[config.mk]
export PLATFORM = sky130hd
export DESIGN_NAME = line_ring_offset_locator_core_flat
export DESIGN_NICKNAME = d
export VERILOG_FILES = /design/src/hw/rtl/lrol_pkg.sv /design/src/hw/rtl/lrol_channels.sv /design/src/hw/rtl/lrol_walk_acc.sv /design/src/hw/rtl/line_ring_offset_locator_core.sv /design/src/flat_wrapper.sv
export SDC_FILE = /design/constraint.sdc
export NUM_CORES = 1
export LEC_CHECK = 0
export BUFFER_PORTS_ARGS = -buffer_cell sky130_fd_sc_hd__buf_2
export CORE_UTILIZATION = 40
export DETAILED_ROUTE_END_ITERATION = 10
export GPL_TIMING_DRIVEN = 0
export SKIP_CTS_REPAIR_TIMING = 1
export SLEW_MARGIN = 40
export SYNTH_ARGS = -nofsm -noshare
export SYNTH_HDL_FRONTEND = slang
export SYNTH_SLANG_ARGS = --single-unit
[constraint.sdc]
create_clock -name clk -period 6.2 [get_ports clk]
set_input_delay 0.62 -clock clk [delete_from_list [all_inputs] [get_ports clk]]
set_output_delay 0.62 -clock clk [all_outputs]
set_load 0.01 [all_outputs]
[src/hw/rtl/lrol_pkg.sv]
`timescale 1ns / 1ps
`default_nettype none

package lrol_pkg;

    localparam int LEN_W      = 16;
    localparam int CLEN_W     = 12;
    localparam int COFF_W     = 20;
    localparam int OUT_SLOT_W = 4;
    // The running total never passes the requested offset, so one more bit than the
    // offset holds the total plus one entry length.
    localparam int SUM_W      = COFF_W + 1;

    localparam logic [LEN_W-1:0] PEND_MAX = 16'hFFFF;

    localparam logic CMD_WRITE = 1'b0;
    localparam logic CMD_FIND  = 1'b1;

    typedef struct packed {
        logic              cmd;
        logic [CLEN_W-1:0] chunk_len;
        logic              ends_line;
        logic [COFF_W-1:0] find_offset;
    } lrol_item_t;

    typedef struct packed {
        logic                  found;
        logic [OUT_SLOT_W-1:0] slot;
        logic [LEN_W-1:0]      offset_in_entry;
        logic                  committed;
        logic                  ring_full;
        logic                  pending_saturated;
    } lrol_result_t;

    // Control from the sequencer to the accumulate and compare unit.
    typedef struct packed {
        logic start;
        logic len_valid;
    } lrol_walk_ctrl_t;

    // Status back from the accumulate and compare unit.
    typedef struct packed {
        logic             hit;
        logic [LEN_W-1:0] offs;
    } lrol_walk_stat_t;

endpackage

`default_nettype wire

[src/hw/rtl/lrol_channels.sv]
`timescale 1ns / 1ps
`default_nettype none

interface lrol_item_if import lrol_pkg::*; ();
    logic       valid;
    logic       ready;
    lrol_item_t data;

    modport source (output valid, output data, input ready);
    modport sink (input valid, input data, output ready);
endinterface

interface lrol_result_if import lrol_pkg::*; ();
    logic         valid;
    logic         ready;
    lrol_result_t data;

    modport source (output valid, output data, input ready);
    modport sink (input valid, input data, output ready);
endinterface

`default_nettype wire

[src/hw/rtl/lrol_walk_acc.sv]
`timescale 1ns / 1ps
`default_nettype none

// Accumulates entry lengths during a find and compares the running total
// against the requested offset, one entry per cycle.
module lrol_walk_acc import lrol_pkg::*; (
    input  wire logic              clk,
    input  wire logic              rst_n,
    input  wire lrol_walk_ctrl_t   ctrl,
    input  wire logic [LEN_W-1:0]  len,
    input  wire logic [COFF_W-1:0] coff,
    output lrol_walk_stat_t        stat
);

    logic [SUM_W-1:0] total_reg;
    logic [SUM_W-1:0] total_next;
    logic [SUM_W-1:0] total_plus;

    always_comb
    begin
        total_plus = total_reg + SUM_W'(len);
        stat.hit   = ctrl.len_valid && (total_plus > SUM_W'(coff));
        stat.offs  = LEN_W'(SUM_W'(coff) - total_reg);
        total_next = total_reg;
        if (ctrl.start)
        begin
            total_next = '0;
        end
        else if (ctrl.len_valid && !stat.hit)
        begin
            total_next = total_plus;
        end
    end

    always_ff @(posedge clk or negedge rst_n)
    begin
        if (!rst_n)
        begin
            total_reg <= '0;
        end
        else
        begin
            total_reg <= total_next;
        end
    end

endmodule

`default_nettype wire

[src/hw/rtl/line_ring_offset_locator_core.sv]
`timescale 1ns / 1ps
// A write beat's result is registered and shown in the cycle after it is accepted. A find
// beat walks the stored lines from the oldest, reads each length through the registered RAM
// port, adds it to a running total and registers its result on a hit or once all are read.
// One beat is handled at a time; a new beat waits until a find ends and the result drains.
// Reset clears the slot pointers, full flag, pending length and handshake state at
// once; the ring RAM is not cleared, since a find only reads slots already written.
`default_nettype none

module line_ring_offset_locator_core import lrol_pkg::*; #(
    parameter int RING_DEPTH = 16
) (
    input  wire logic     clk,
    input  wire logic     rst_n,
    lrol_item_if.sink     item,
    lrol_result_if.source result
);

    localparam int SLOT_W = (RING_DEPTH > 1) ? $clog2(RING_DEPTH) : 1;
    localparam int CNT_W  = $clog2(RING_DEPTH + 1);

    typedef enum logic [0:0] {
        S_IDLE,
        S_FIND
    } state_t;

    // Ring of committed line lengths, one write and one registered read per cycle.
    logic [LEN_W-1:0] mem [RING_DEPTH];
    logic [LEN_W-1:0] rd_data_reg;

    state_t              state_reg, state_next;
    logic [SLOT_W-1:0]   write_slot_reg, write_slot_next;
    logic [SLOT_W-1:0]   oldest_slot_reg, oldest_slot_next;
    logic                full_reg, full_next;
    logic [LEN_W-1:0]    pend_reg, pend_next;
    logic [COFF_W-1:0]   coff_reg, coff_next;
    logic [CNT_W-1:0]    count_reg, count_next;
    logic [CNT_W-1:0]    issue_cnt_reg, issue_cnt_next;
    logic [SLOT_W-1:0]   rd_addr_reg, rd_addr_next;
    logic                rd_valid_reg, rd_valid_next;
    logic [SLOT_W-1:0]   chk_slot_reg, chk_slot_next;
    logic                out_valid_reg, out_valid_next;
    lrol_result_t        out_data_reg, out_data_next;

    logic                accept;
    logic                mem_we;
    logic [LEN_W:0]      pend_sum;
    logic                pend_sat;
    logic [LEN_W-1:0]    pend_commit;
    logic [SLOT_W-1:0]   ws_inc;
    logic [SLOT_W-1:0]   os_inc;
    logic [CNT_W-1:0]    used_cnt;
    lrol_walk_ctrl_t     walk_ctrl;
    lrol_walk_stat_t     walk_stat;

    function automatic logic [SLOT_W-1:0] next_slot(input logic [SLOT_W-1:0] s);
        next_slot = (s == SLOT_W'(RING_DEPTH - 1)) ? '0 : s + 1'b1;
    endfunction

    // A new beat is taken only between finds and when the result register is free
    // or is being emptied in this cycle.
    assign item.ready   = (state_reg == S_IDLE) && (!out_valid_reg || result.ready);
    assign accept       = item.valid && item.ready;
    assign result.valid = out_valid_reg;
    assign result.data  = out_data_reg;

    // Pending length with saturation at its maximum.
    always_comb
    begin
        pend_sum    = {1'b0, pend_reg} + (LEN_W + 1)'(item.data.chunk_len);
        pend_sat    = (pend_sum >= {1'b0, PEND_MAX});
        pend_commit = pend_sat ? PEND_MAX : pend_sum[LEN_W-1:0];
        ws_inc      = next_slot(write_slot_reg);
        os_inc      = next_slot(oldest_slot_reg);
        if (write_slot_reg >= oldest_slot_reg)
        begin
            used_cnt = CNT_W'(write_slot_reg - oldest_slot_reg);
        end
        else
        begin
            used_cnt = CNT_W'(write_slot_reg) + CNT_W'(RING_DEPTH)
                       - CNT_W'(oldest_slot_reg);
        end
    end

    lrol_walk_acc u_walk (
        .clk   (clk),
        .rst_n (rst_n),
        .ctrl  (walk_ctrl),
        .len   (rd_data_reg),
        .coff  (coff_reg),
        .stat  (walk_stat)
    );

    always_comb
    begin
        state_next       = state_reg;
        write_slot_next  = write_slot_reg;
        oldest_slot_next = oldest_slot_reg;
        full_next        = full_reg;
        pend_next        = pend_reg;
        coff_next        = coff_reg;
        count_next       = count_reg;
        issue_cnt_next   = issue_cnt_reg;
        rd_addr_next     = rd_addr_reg;
        rd_valid_next    = 1'b0;
        chk_slot_next    = chk_slot_reg;
        out_valid_next   = out_valid_reg && !result.ready;
        out_data_next    = out_data_reg;
        mem_we           = 1'b0;
        walk_ctrl.start     = 1'b0;
        walk_ctrl.len_valid = 1'b0;

        unique case (state_reg)
            S_IDLE:
            begin
                if (accept)
                begin
                    if (item.data.cmd == CMD_WRITE)
                    begin
                        pend_next = pend_commit;
                        out_data_next = '0;
                        out_data_next.pending_saturated = pend_sat;
                        if (item.data.ends_line)
                        begin
                            mem_we          = 1'b1;
                            pend_next       = '0;
                            write_slot_next = ws_inc;
                            if (full_reg)
                            begin
                                oldest_slot_next = os_inc;
                            end
                            if (ws_inc == (full_reg ? os_inc : oldest_slot_reg))
                            begin
                                full_next = 1'b1;
                            end
                            out_data_next.committed = 1'b1;
                        end
                        out_data_next.ring_full = full_next;
                        out_valid_next = 1'b1;
                    end
                    else
                    begin
                        // Start a walk from the oldest line.
                        walk_ctrl.start = 1'b1;
                        coff_next       = item.data.find_offset;
                        count_next      = full_reg ? CNT_W'(RING_DEPTH) : used_cnt;
                        issue_cnt_next  = '0;
                        rd_addr_next    = oldest_slot_reg;
                        chk_slot_next   = oldest_slot_reg;
                        state_next      = S_FIND;
                    end
                end
            end

            S_FIND:
            begin
                // Issue the next RAM read while the previous length is checked.
                if (issue_cnt_reg < count_reg)
                begin
                    rd_valid_next  = 1'b1;
                    rd_addr_next   = next_slot(rd_addr_reg);
                    issue_cnt_next = issue_cnt_reg + 1'b1;
                end
                walk_ctrl.len_valid = rd_valid_reg;
                if (rd_valid_reg && !walk_stat.hit)
                begin
                    chk_slot_next = next_slot(chk_slot_reg);
                end
                if (walk_stat.hit || (!rd_valid_reg && (issue_cnt_reg == count_reg)))
                begin
                    out_data_next = '0;
                    if (walk_stat.hit)
                    begin
                        out_data_next.found           = 1'b1;
                        out_data_next.slot            = OUT_SLOT_W'(chk_slot_reg);
                        out_data_next.offset_in_entry = walk_stat.offs;
                    end
                    out_data_next.ring_full = full_reg;
                    out_valid_next = 1'b1;
                    rd_valid_next  = 1'b0;
                    state_next     = S_IDLE;
                end
            end

            default:
            begin
                state_next = S_IDLE;
            end
        endcase
    end

    always_ff @(posedge clk or negedge rst_n)
    begin
        if (!rst_n)
        begin
            state_reg       <= S_IDLE;
            write_slot_reg  <= '0;
            oldest_slot_reg <= '0;
            full_reg        <= 1'b0;
            pend_reg        <= '0;
            count_reg       <= '0;
            issue_cnt_reg   <= '0;
            rd_valid_reg    <= 1'b0;
            out_valid_reg   <= 1'b0;
        end
        else
        begin
            state_reg       <= state_next;
            write_slot_reg  <= write_slot_next;
            oldest_slot_reg <= oldest_slot_next;
            full_reg        <= full_next;
            pend_reg        <= pend_next;
            count_reg       <= count_next;
            issue_cnt_reg   <= issue_cnt_next;
            rd_valid_reg    <= rd_valid_next;
            out_valid_reg   <= out_valid_next;
        end
    end

    // Payload registers carry no reset.
    always_ff @(posedge clk)
    begin
        coff_reg     <= coff_next;
        rd_addr_reg  <= rd_addr_next;
        chk_slot_reg <= chk_slot_next;
        out_data_reg <= out_data_next;
    end

    always_ff @(posedge clk)
    begin
        if (mem_we)
        begin
            mem[write_slot_reg] <= pend_commit;
        end
        rd_data_reg <= mem[rd_addr_reg];
    end

endmodule

`default_nettype wire
[src/flat_wrapper.sv]
// flat-port wrapper written by rule: the top's interface ports become plain ports
module line_ring_offset_locator_core_flat import lrol_pkg::*;
#(
    parameter int RING_DEPTH = 16
)
  (clk, rst_n, item_valid, item_data, item_ready, result_valid, result_data, result_ready);
  lrol_item_if item_i ();
  lrol_result_if result_i ();
  input  wire logic clk;
  input  wire logic rst_n;
  input wire logic [$bits(item_i.valid)-1:0] item_valid;
  input wire logic [$bits(item_i.data)-1:0] item_data;
  output wire logic [$bits(item_i.ready)-1:0] item_ready;
  output wire logic [$bits(result_i.valid)-1:0] result_valid;
  output wire logic [$bits(result_i.data)-1:0] result_data;
  input wire logic [$bits(result_i.ready)-1:0] result_ready;
  assign item_i.valid = item_valid;
  assign item_i.data = item_data;
  assign item_ready = item_i.ready;
  assign result_valid = result_i.valid;
  assign result_data = result_i.data;
  assign result_i.ready = result_ready;
  line_ring_offset_locator_core #(.RING_DEPTH(RING_DEPTH)) u_core (.clk(clk), .rst_n(rst_n), .item(item_i), .result(result_i));
endmodule
==> metrics.csv, run 1 <==
stage;metric;value;unit
outcome;outcome;finished, final reports clean;
place;GPL Wtd Cong;0.868;
timing;setup violators final;0;
die;Die Span Y;212;um
finish;final design utilization;0.465;
logic_synthesis;post-synthesis area per instance;13.7;sq um
logic_synthesis;ys flop type;edfxtp_1;
grt;GRT Overall Usage;0.187;
power_and_ir_drop;Comb power frac;0.427;
logic_synthesis;Synth Cell Area;0.0177;sq mm
timing;Slew headroom;0.437;
clock_network;CTS buffer count;42;
timing;Worst-Margin Slew;845;ps
die;FP Rows;76;
timing;Hold Vio Cnt, Final;0;
die;Initial Utilization;0.408;
power_and_ir_drop;Int Pwr;0.00669;W
finish;Area Growth Syn to Fin;14.1;%
finish;multi-input logic area;0.00624;sq mm
grt;initial antenna violation count;0;
power_and_ir_drop;Clock Power Share;0.220;
finish;ant diodes;0;
logic_synthesis;Post-synth EDFFs;308;
hold_path;hold crit path type;in2reg;
critical_path;Max FO, Critical Path;11;
logic_synthesis;Gate Count Post-Synth;1294;
timing;worst clock skew;22.9;ps
finish;Seq. cell area;0.0110;sq mm
logic_synthesis;Netlist cell types;59;
die;I/O Pins;64;
detailed_routing;routed vias/inst;5.36;
timing;period utilization;0.903;
critical_path;Worst Setup End Kind;flip-flop;
detailed_routing;Vias;10800;
timing;Max Fclk;0.179;GHz
die;DIE WIDTH;212;um
place;placed wire-length estimate;28.5;mm
critical_path;Setup CP Type;reg2reg;
finish;Final #Nets;1526;
clock_network;Worst-Skew Late Latency;570;ps
detailed_routing;DRT antenna net count;0;
detailed_routing;routed len/inst;20.2;um
clock_network;CTS max path bufs;3;
grt;vias in the first global route;10900;
detailed_routing;Initial DRC Count;756;
power_and_ir_drop;switching power;0.00418;W
finish;Fill cells;3880;
timing;Final Max Slew Viols;0;
detailed_routing;drt pass-1 iters;5;
power_and_ir_drop;Max VDD drop;255;uV
power_and_ir_drop;leakage power;7.66;nW
clock_network;root buffer cell;clkbuf_16;
power_and_ir_drop;Power Density;539;mW/mm^2
power_and_ir_drop;sequential share of power;0.353;
logic_synthesis;syn_nets;1416;
power_and_ir_drop;sw frac;0.384;
logic_synthesis;Yosys warning count;0;
clock_network;H-tree lvl count;2;
grt;first-pass GRT wire length;63.2;mm
timing;RSZ-0062 raised after global routing;false;
critical_path;worst path arrival time;5900;ps
logic_synthesis;synthesized flop and latch total;383;
finish;share of layout cells above drive strength 1;0.156;
clock_network;Reg clk slew, reported paths;60;ps
clock_network;CTS Sinks;383;
timing;Tmin final;5600;ps
logic_synthesis;register area share after synthesis;0.625;
detailed_routing;WL final;40.8;mm
timing;Hold WS;237;ps
die;full die area;0.0450;sq mm
detailed_routing;DRC viols;0;
critical_path;required time of the critical path;6500;ps
critical_path;Critical Path Start Type;flip-flop;
grt;largest net degree at the start of global routing;39;
grt;total gr overflow;0;
place;Buffers on Ports;63;
clock_network;CTS tree;built;
run;Max-Cap Viols;0;
die;Core Area;0.0434;sq mm
finish;max reg flops;256;
logic_synthesis;Synth async-reset ratio;0.154;
cells by family (layout without fill, tap and decap cells):
group	count (synthesis)	in the layout	synth area share
fa+ha+maj	84	84	0.0612
simple gates	270	270	0.0744
buf+inv	112	256	0.0244
mux	105	105	0.0833
flops	383	383	0.625
xor+xnor	53	53	0.0263
compound gates	287	287	0.105
cells in the final DEF (no fill, tap or decap), types with 14 or more instances in the layout:
cell type    n
edfxtp_1   308
nand2_1     97
ha_1        80
o21ai_0     75
buf_2       75
a21oi_1     63
inv_1       61
dfrtp_1     59
mux2i_1     56
nor2_1      49
clkbuf_16   43
clkbuf_1    42
xnor2_1     33
mux4_2      32
a21o_1      22
xor2_1      20
mux2_2      17
o31ai_1     17
a22oi_1     17
a221oi_1    17
dfxtp_1     16
nand3_1     15
nor3_1      14
a31oi_1     14
area by class of cell:
cell class | instances | share of cell area
Tap cell | 585 | 0.0363
Timing Repair Buffer | 67 | 0.0192
Clock inverter | 20 | 0.00707
Buffer | 50 | 0.0102
Inverter | 61 | 0.0114
Clock buffer | 58 | 0.0586
Multi-Input combinational cell | 799 | 0.309
Sequential cell | 383 | 0.548
worst max-delay path: stages (launching register included):
cell and delay, ps:
dfrtp_1 400, ha_1 370, a2111oi_1 600, o21ai_0 250, a21o_1 260, o21ai_0 380
a21boi_0 200, o41ai_1 360, xnor2_1 210, ha_1 300, a211oi_1 350, o21ai_0 200
o31ai_1 440, nand2_1 210, nand2_1 400, buf_2 330, nor3_1 90
power groups by stage:
stage	Combinational, W	Sequential [W]	Clock, W
2_1_floorplan	0.00323	0.00383	0
3_3_place_gp	0.00452	0.00388	0
3_5_place_dp	0.00464	0.00389	0
4_1_cts	0.00466	0.00384	0.00245
5_1_grt	0.00517	0.00388	0.00254
6_report	0.00464	0.00384	0.00240
synth_stat cells (all sizes together), types with 7 or more instances:
cell	n	area, sq um
edfxtp	308	9250
clkbuf	35	131
a22oi	17	128
a21o	22	165
xor2	20	175
nand2b	13	81.3
nand4	9	56.3
mux2i	56	561
o31ai	18	140
ha	80	1000
and2	18	113
inv	61	229
nor2b	13	81.3
nand3	15	75.1
a211oi	8	60.1
a21oi	63	315
xnor2	33	289
a221oi	17	149
mux4	32	721
mux2	17	191
nor3	14	70.1
buf	16	70.1
o21ai	76	380
nor2	51	191
nand2	98	368
dfrtp	59	1480
dfxtp	16	320
and3	10	63.8
o2111ai	7	61.3
a31oi	14	87.6
metrics by stage:
step                std cells  worst slack (ps)  total power [W]  TNS, ps  cell area [sq um]
detailed placement       1945               102          0.00853        0              18800
global route             2023               162           0.0116        0              20200
finish                   2023               603           0.0109        0              20200
global placement         1942             -75.7          0.00840    -1760              18700
CTS                      2023              72.0           0.0109        0              20100
floorplan                1294              1330          0.00706        0              17700
per-layer routing:
| layer | global-route usage | vias up | part of all wire |
|---|---|---|---|
| li1 | - | 5168 | - |
| met5 | 0 | - | 0 |
| met3 | 0.0329 | 59 | 0.044 |
| met1 | 0.243 | 5373 | 0.44 |
| met4 | 0.0562 | 0 | 0.023 |
| met2 | 0.319 | 243 | 0.49 |
worst paths after layout:
| check | start | end | slack, ps | cells after the start |
|---|---|---|---|---|
| worst min register to register | u_core.count_reg[3]$_DFFE_PN0P_ | u_core.count_reg[3]$_DFFE_PN0P_ | 490 | 2 |
| min in group asynchronous | rst_n | u_core.pend_reg[9]$_DFFE_PN0P_ | 490 | 2 |
| worst max register to register | u_core.u_walk.total_reg[5]$_DFFE_PN0P_ | u_core.result.data[5]$_SDFFCE_PN0P_ | 600 | 16 |
| worst max-delay path | u_core.u_walk.total_reg[5]$_DFFE_PN0P_ | u_core.result.data[5]$_SDFFCE_PN0P_ | 600 | 16 |
| worst min-delay path | item_data[7] | u_core.coff_reg[7]$_DFFE_PP_ | 240 | 1 |
| max in group asynchronous | rst_n | u_core.u_walk.total_reg[6]$_DFFE_PN0P_ | 5150 | 3 |
No activity file was read; power rests on OpenSTA's default activity.
==> run 2, diff against run 1 <==
--- a/config.mk
+++ b/config.mk
@@ -5,10 +5,11 @@
 export SDC_FILE = /design/constraint.sdc
 export NUM_CORES = 1
 export LEC_CHECK = 0
-export BUFFER_PORTS_ARGS = -buffer_cell sky130_fd_sc_hd__buf_2
 export CORE_UTILIZATION = 40
 export DETAILED_ROUTE_END_ITERATION = 10
+export DONT_BUFFER_PORTS = 1
 export GPL_TIMING_DRIVEN = 0
+export RECOVER_POWER = 100
 export SKIP_CTS_REPAIR_TIMING = 1
 export SLEW_MARGIN = 40
 export SYNTH_ARGS = -nofsm -noshare
==> run 2 against run 1 <==
  * The flow now finishes with violations (capacitance limit, slew limit)
  * Register-to-register slack improved by 60 ps
  * Cell count is 3.0% lower
  * Clock power is 2% higher
  * Hold slack worse by 80 ps
  * First-iteration DRC count grew 8.6%
  * Non-clock buffer count decreased by 61
  * Core utilization is 0.83 points lower
  * Cell area down 1.8%
  * Highest routed layer unchanged
==> metrics.csv, run 2 (synthesized netlist as in run 1, its figures left out) <==
stage;metric;value;unit;change
finish;most frequent cells in the layout;edfxtp_1 (308), nand2_1 (97), ha_1 (80), o21ai_0 (76), a21oi_1 (63);;
critical_path;Critical Path Start Type;flip-flop;;
place;Buffers on Ports;0;;-100%
detailed_routing;Initial DRC Count;821;;+8.6%
finish;Area Growth Syn to Fin;12.1;%;
critical_path;Worst R2R Path Depth;17;;+1
timing;Slew headroom;-1.40;;-1.83
detailed_routing;routed len/inst;20.7;um;+2.6%
hold_path;hold crit path type;in2reg;;
timing;worst clock skew;14.4;ps;-8.47 ps
timing;period utilization;0.893;;-0.00990
grt;total gr overflow;0;;unchanged
clock_network;CTS Sinks;383;;unchanged
critical_path;Max FO, Critical Path;10;;-1
detailed_routing;routed vias/inst;5.42;;+1.2%
grt;GRT Overall Usage;0.186;;-0.00141
power_and_ir_drop;leakage power;7.36;nW;-3.9%
die;Initial Utilization;0.408;;unchanged
timing;Worst-Margin Slew;3590;ps;+2750 ps
clock_network;CTS buffer count;42;;unchanged
detailed_routing;Vias;10600;;-1.9%
finish;Fill cells;3893;;+0.34%
clock_network;Reg clk slew, reported paths;60;ps;about the same
die;full die area;0.0450;sq mm;unchanged
power_and_ir_drop;Pwr Total;0.0109;W;about the same
detailed_routing;drt pass-1 iters;5;;unchanged
die;I/O Pins;64;;unchanged
detailed_routing;DRT antenna net count;0;;unchanged
critical_path;worst path arrival time;5970;ps;+70 ps
hold_path;hold path startpoint;item_data[16];;
critical_path;reg2reg end;u_core.u_walk.total_reg[4]$_DFFE_PN0P_;;
die;Core Area;0.0434;sq mm;unchanged
die;Die Span Y;212;um;unchanged
grt;vias in the first global route;10700;;-1.8%
timing;Max Fclk;0.181;GHz;+1.1%
run;Max-Cap Viols;9;;+9
grt;largest net degree at the start of global routing;60;;+54%
hold_path;Hold Crit Depth;0;;-1
clock_network;Worst-Skew Late Latency;560;ps;about the same
timing;final setup TNS;0;ps;unchanged
grt;initial antenna violation count;1;;+1
grt;first-pass GRT wire length;62.9;mm;-0.61%
timing;setup violators final;0;;unchanged
clock_network;CTS tree;built;;
finish;Post-Layout Inst Area;0.0198;sq mm;-1.8%
power_and_ir_drop;Power Density;549;mW/mm^2;+1.8%
detailed_routing;WL final;40.6;mm;-0.51%
finish;commonest non-fill, non-tap cell in the layout;edfxtp_1;;
place;placed wire-length estimate;27.9;mm;-1.9%
hold_path;hold endpoint;u_core.coff_reg[16]$_DFFE_PP_;;
finish;Final #Nets;1465;;-4.0%
timing;RSZ-0062 raised after global routing;false;;
detailed_routing;DR top layer;met4;;
detailed_routing;routed wl met3;1.76;mm;-2.9%
critical_path;Worst Setup End Kind;flip-flop;;
detailed_routing;met2 WL post-DR;19.6;mm;-1.5%
die;FP Rows;76;;unchanged
timing;Tmin final;5540;ps;-61.4 ps
clock_network;H-tree lvl count;2;;unchanged
timing;Hold WS;157;ps;-79.6 ps
finish;share of layout cells above drive strength 1;0.0944;;-0.0621
timing;Hold Vio Cnt, Final;0;;unchanged
power_and_ir_drop;Max VDD drop;244;uV;-4.2%
finish;Final Non-Filler Cells;1962;;-3.0%
place;GPL Wtd Cong;0.899;;+3.6%
finish;max reg flops;256;;unchanged
critical_path;required time of the critical path;6640;ps;+140 ps
critical_path;Setup CP Type;reg2reg;;
place;dpl cell area;0.0185;sq mm;-1.8%
outcome;failing checks;capacitance limit, slew limit;;
finish;ant diodes;0;;unchanged
die;DIE WIDTH;212;um;unchanged
place;placed insts;1882;;-3.2%
detailed_routing;DRC viols;0;;unchanged
clock_network;CTS max path bufs;3;;unchanged
outcome;outcome;complete, but fails checks;;
detailed_routing;wire length on met1;18.2;mm;+0.51%
critical_path;RR Startpoint;u_core.u_walk.total_reg[5]$_DFFE_PN0P_;;
timing;Final Max Slew Viols;196;;+196
critical_path;R2R Setup Slk;660;ps;+60 ps
clock_network;root buffer cell;clkbuf_16;;
==> run 2: cell count changes in the layout (fill, tap and decap cells not counted), sizes merged <==
cell / delta
clkbuf: +13
bufinv: +1
buf: -73
clkinvlp: +1
clkinv: -3
==> run 2: cell type report <==
class / instances / area, sq um / area share
clock buffers: 59 / 1220 / 0.0615
clock inverters: 19 / 139 / 0.00701
repair buffers: 5 / 32.5 / 0.00164
inverters: 61 / 229 / 0.0116
multi-input cells: 799 / 6200 / 0.313
plain buffers: 51 / 203 / 0.0102
flip-flops and latches: 383 / 11000 / 0.558
well taps: 585 / 732 / 0.0370
==> run 2: worst max-delay path by stage <==
stage | from | to | slack, ps | cells past startpoint
detailed placement | u_core.u_walk.total_reg[5]$_DFFE_PN0P_ | u_core.result.data[8]$_SDFFCE_PN0P_ | 180 | 16
finish | u_core.u_walk.total_reg[5]$_DFFE_PN0P_ | u_core.u_walk.total_reg[4]$_DFFE_PN0P_ | 660 | 17
CTS | u_core.u_walk.total_reg[5]$_DFFE_PN0P_ | u_core.result.data[6]$_SDFFCE_PN0P_ | 120 | 16
floorplan | u_core.u_walk.total_reg[5]$_DFFE_PN0P_ | u_core.result.data[0]$_SDFFCE_PP0P_ | 1330 | 18
global route | u_core.u_walk.total_reg[5]$_DFFE_PN0P_ | u_core.u_walk.total_reg[10]$_DFFE_PN0P_ | 70 | 17
global placement | u_core.u_walk.total_reg[5]$_DFFE_PN0P_ | u_core.result.data[9]$_SDFFCE_PN0P_ | -90 | 16
==> run 2: where the power goes <==
part / internal, W / switching (W) / total (W) / leakage [nW]
clock network: 0.00145 / 0.000998 / 0.00245 / 0.661
registers: 0.00363 / 0.000234 / 0.00387 / 3.71
logic: 0.00164 / 0.00292 / 0.00455 / 2.99
==> run 2: per-layer routing <==
| layer | GRT usage | vias to the layer above |
|---|---|---|
| met2 | 0.312 | 240 |
| met4 | 0.0645 | 0 |
| li1 | - | 5043 |
| met1 | 0.245 | 5294 |
| met3 | 0.0263 | 60 |
| met5 | 0 | - |
==> run 2: stage by stage <==
step                 util  setup WS [ps]
finish              0.457            665
global route        0.457           72.3
CTS                 0.458            115
detailed placement  0.426            183
global placement    0.424          -93.9
floorplan               -           1330
==> run 2: worst max-delay path, stage by stage, from the launching register on <==
cell and delay (ps):
dfrtp_1 390, ha_1 360, a2111oi_1 590, o21ai_0 240
a21o_1 270, o21ai_0 380, a21boi_0 230, o41ai_1 340
xnor2_1 220, ha_1 310, a211oi_1 320, o21ai_0 170
o31ai_1 450, and3_1 290, buf_2 270, clkbuf_1 380
nand2_1 110, o31ai_1 100
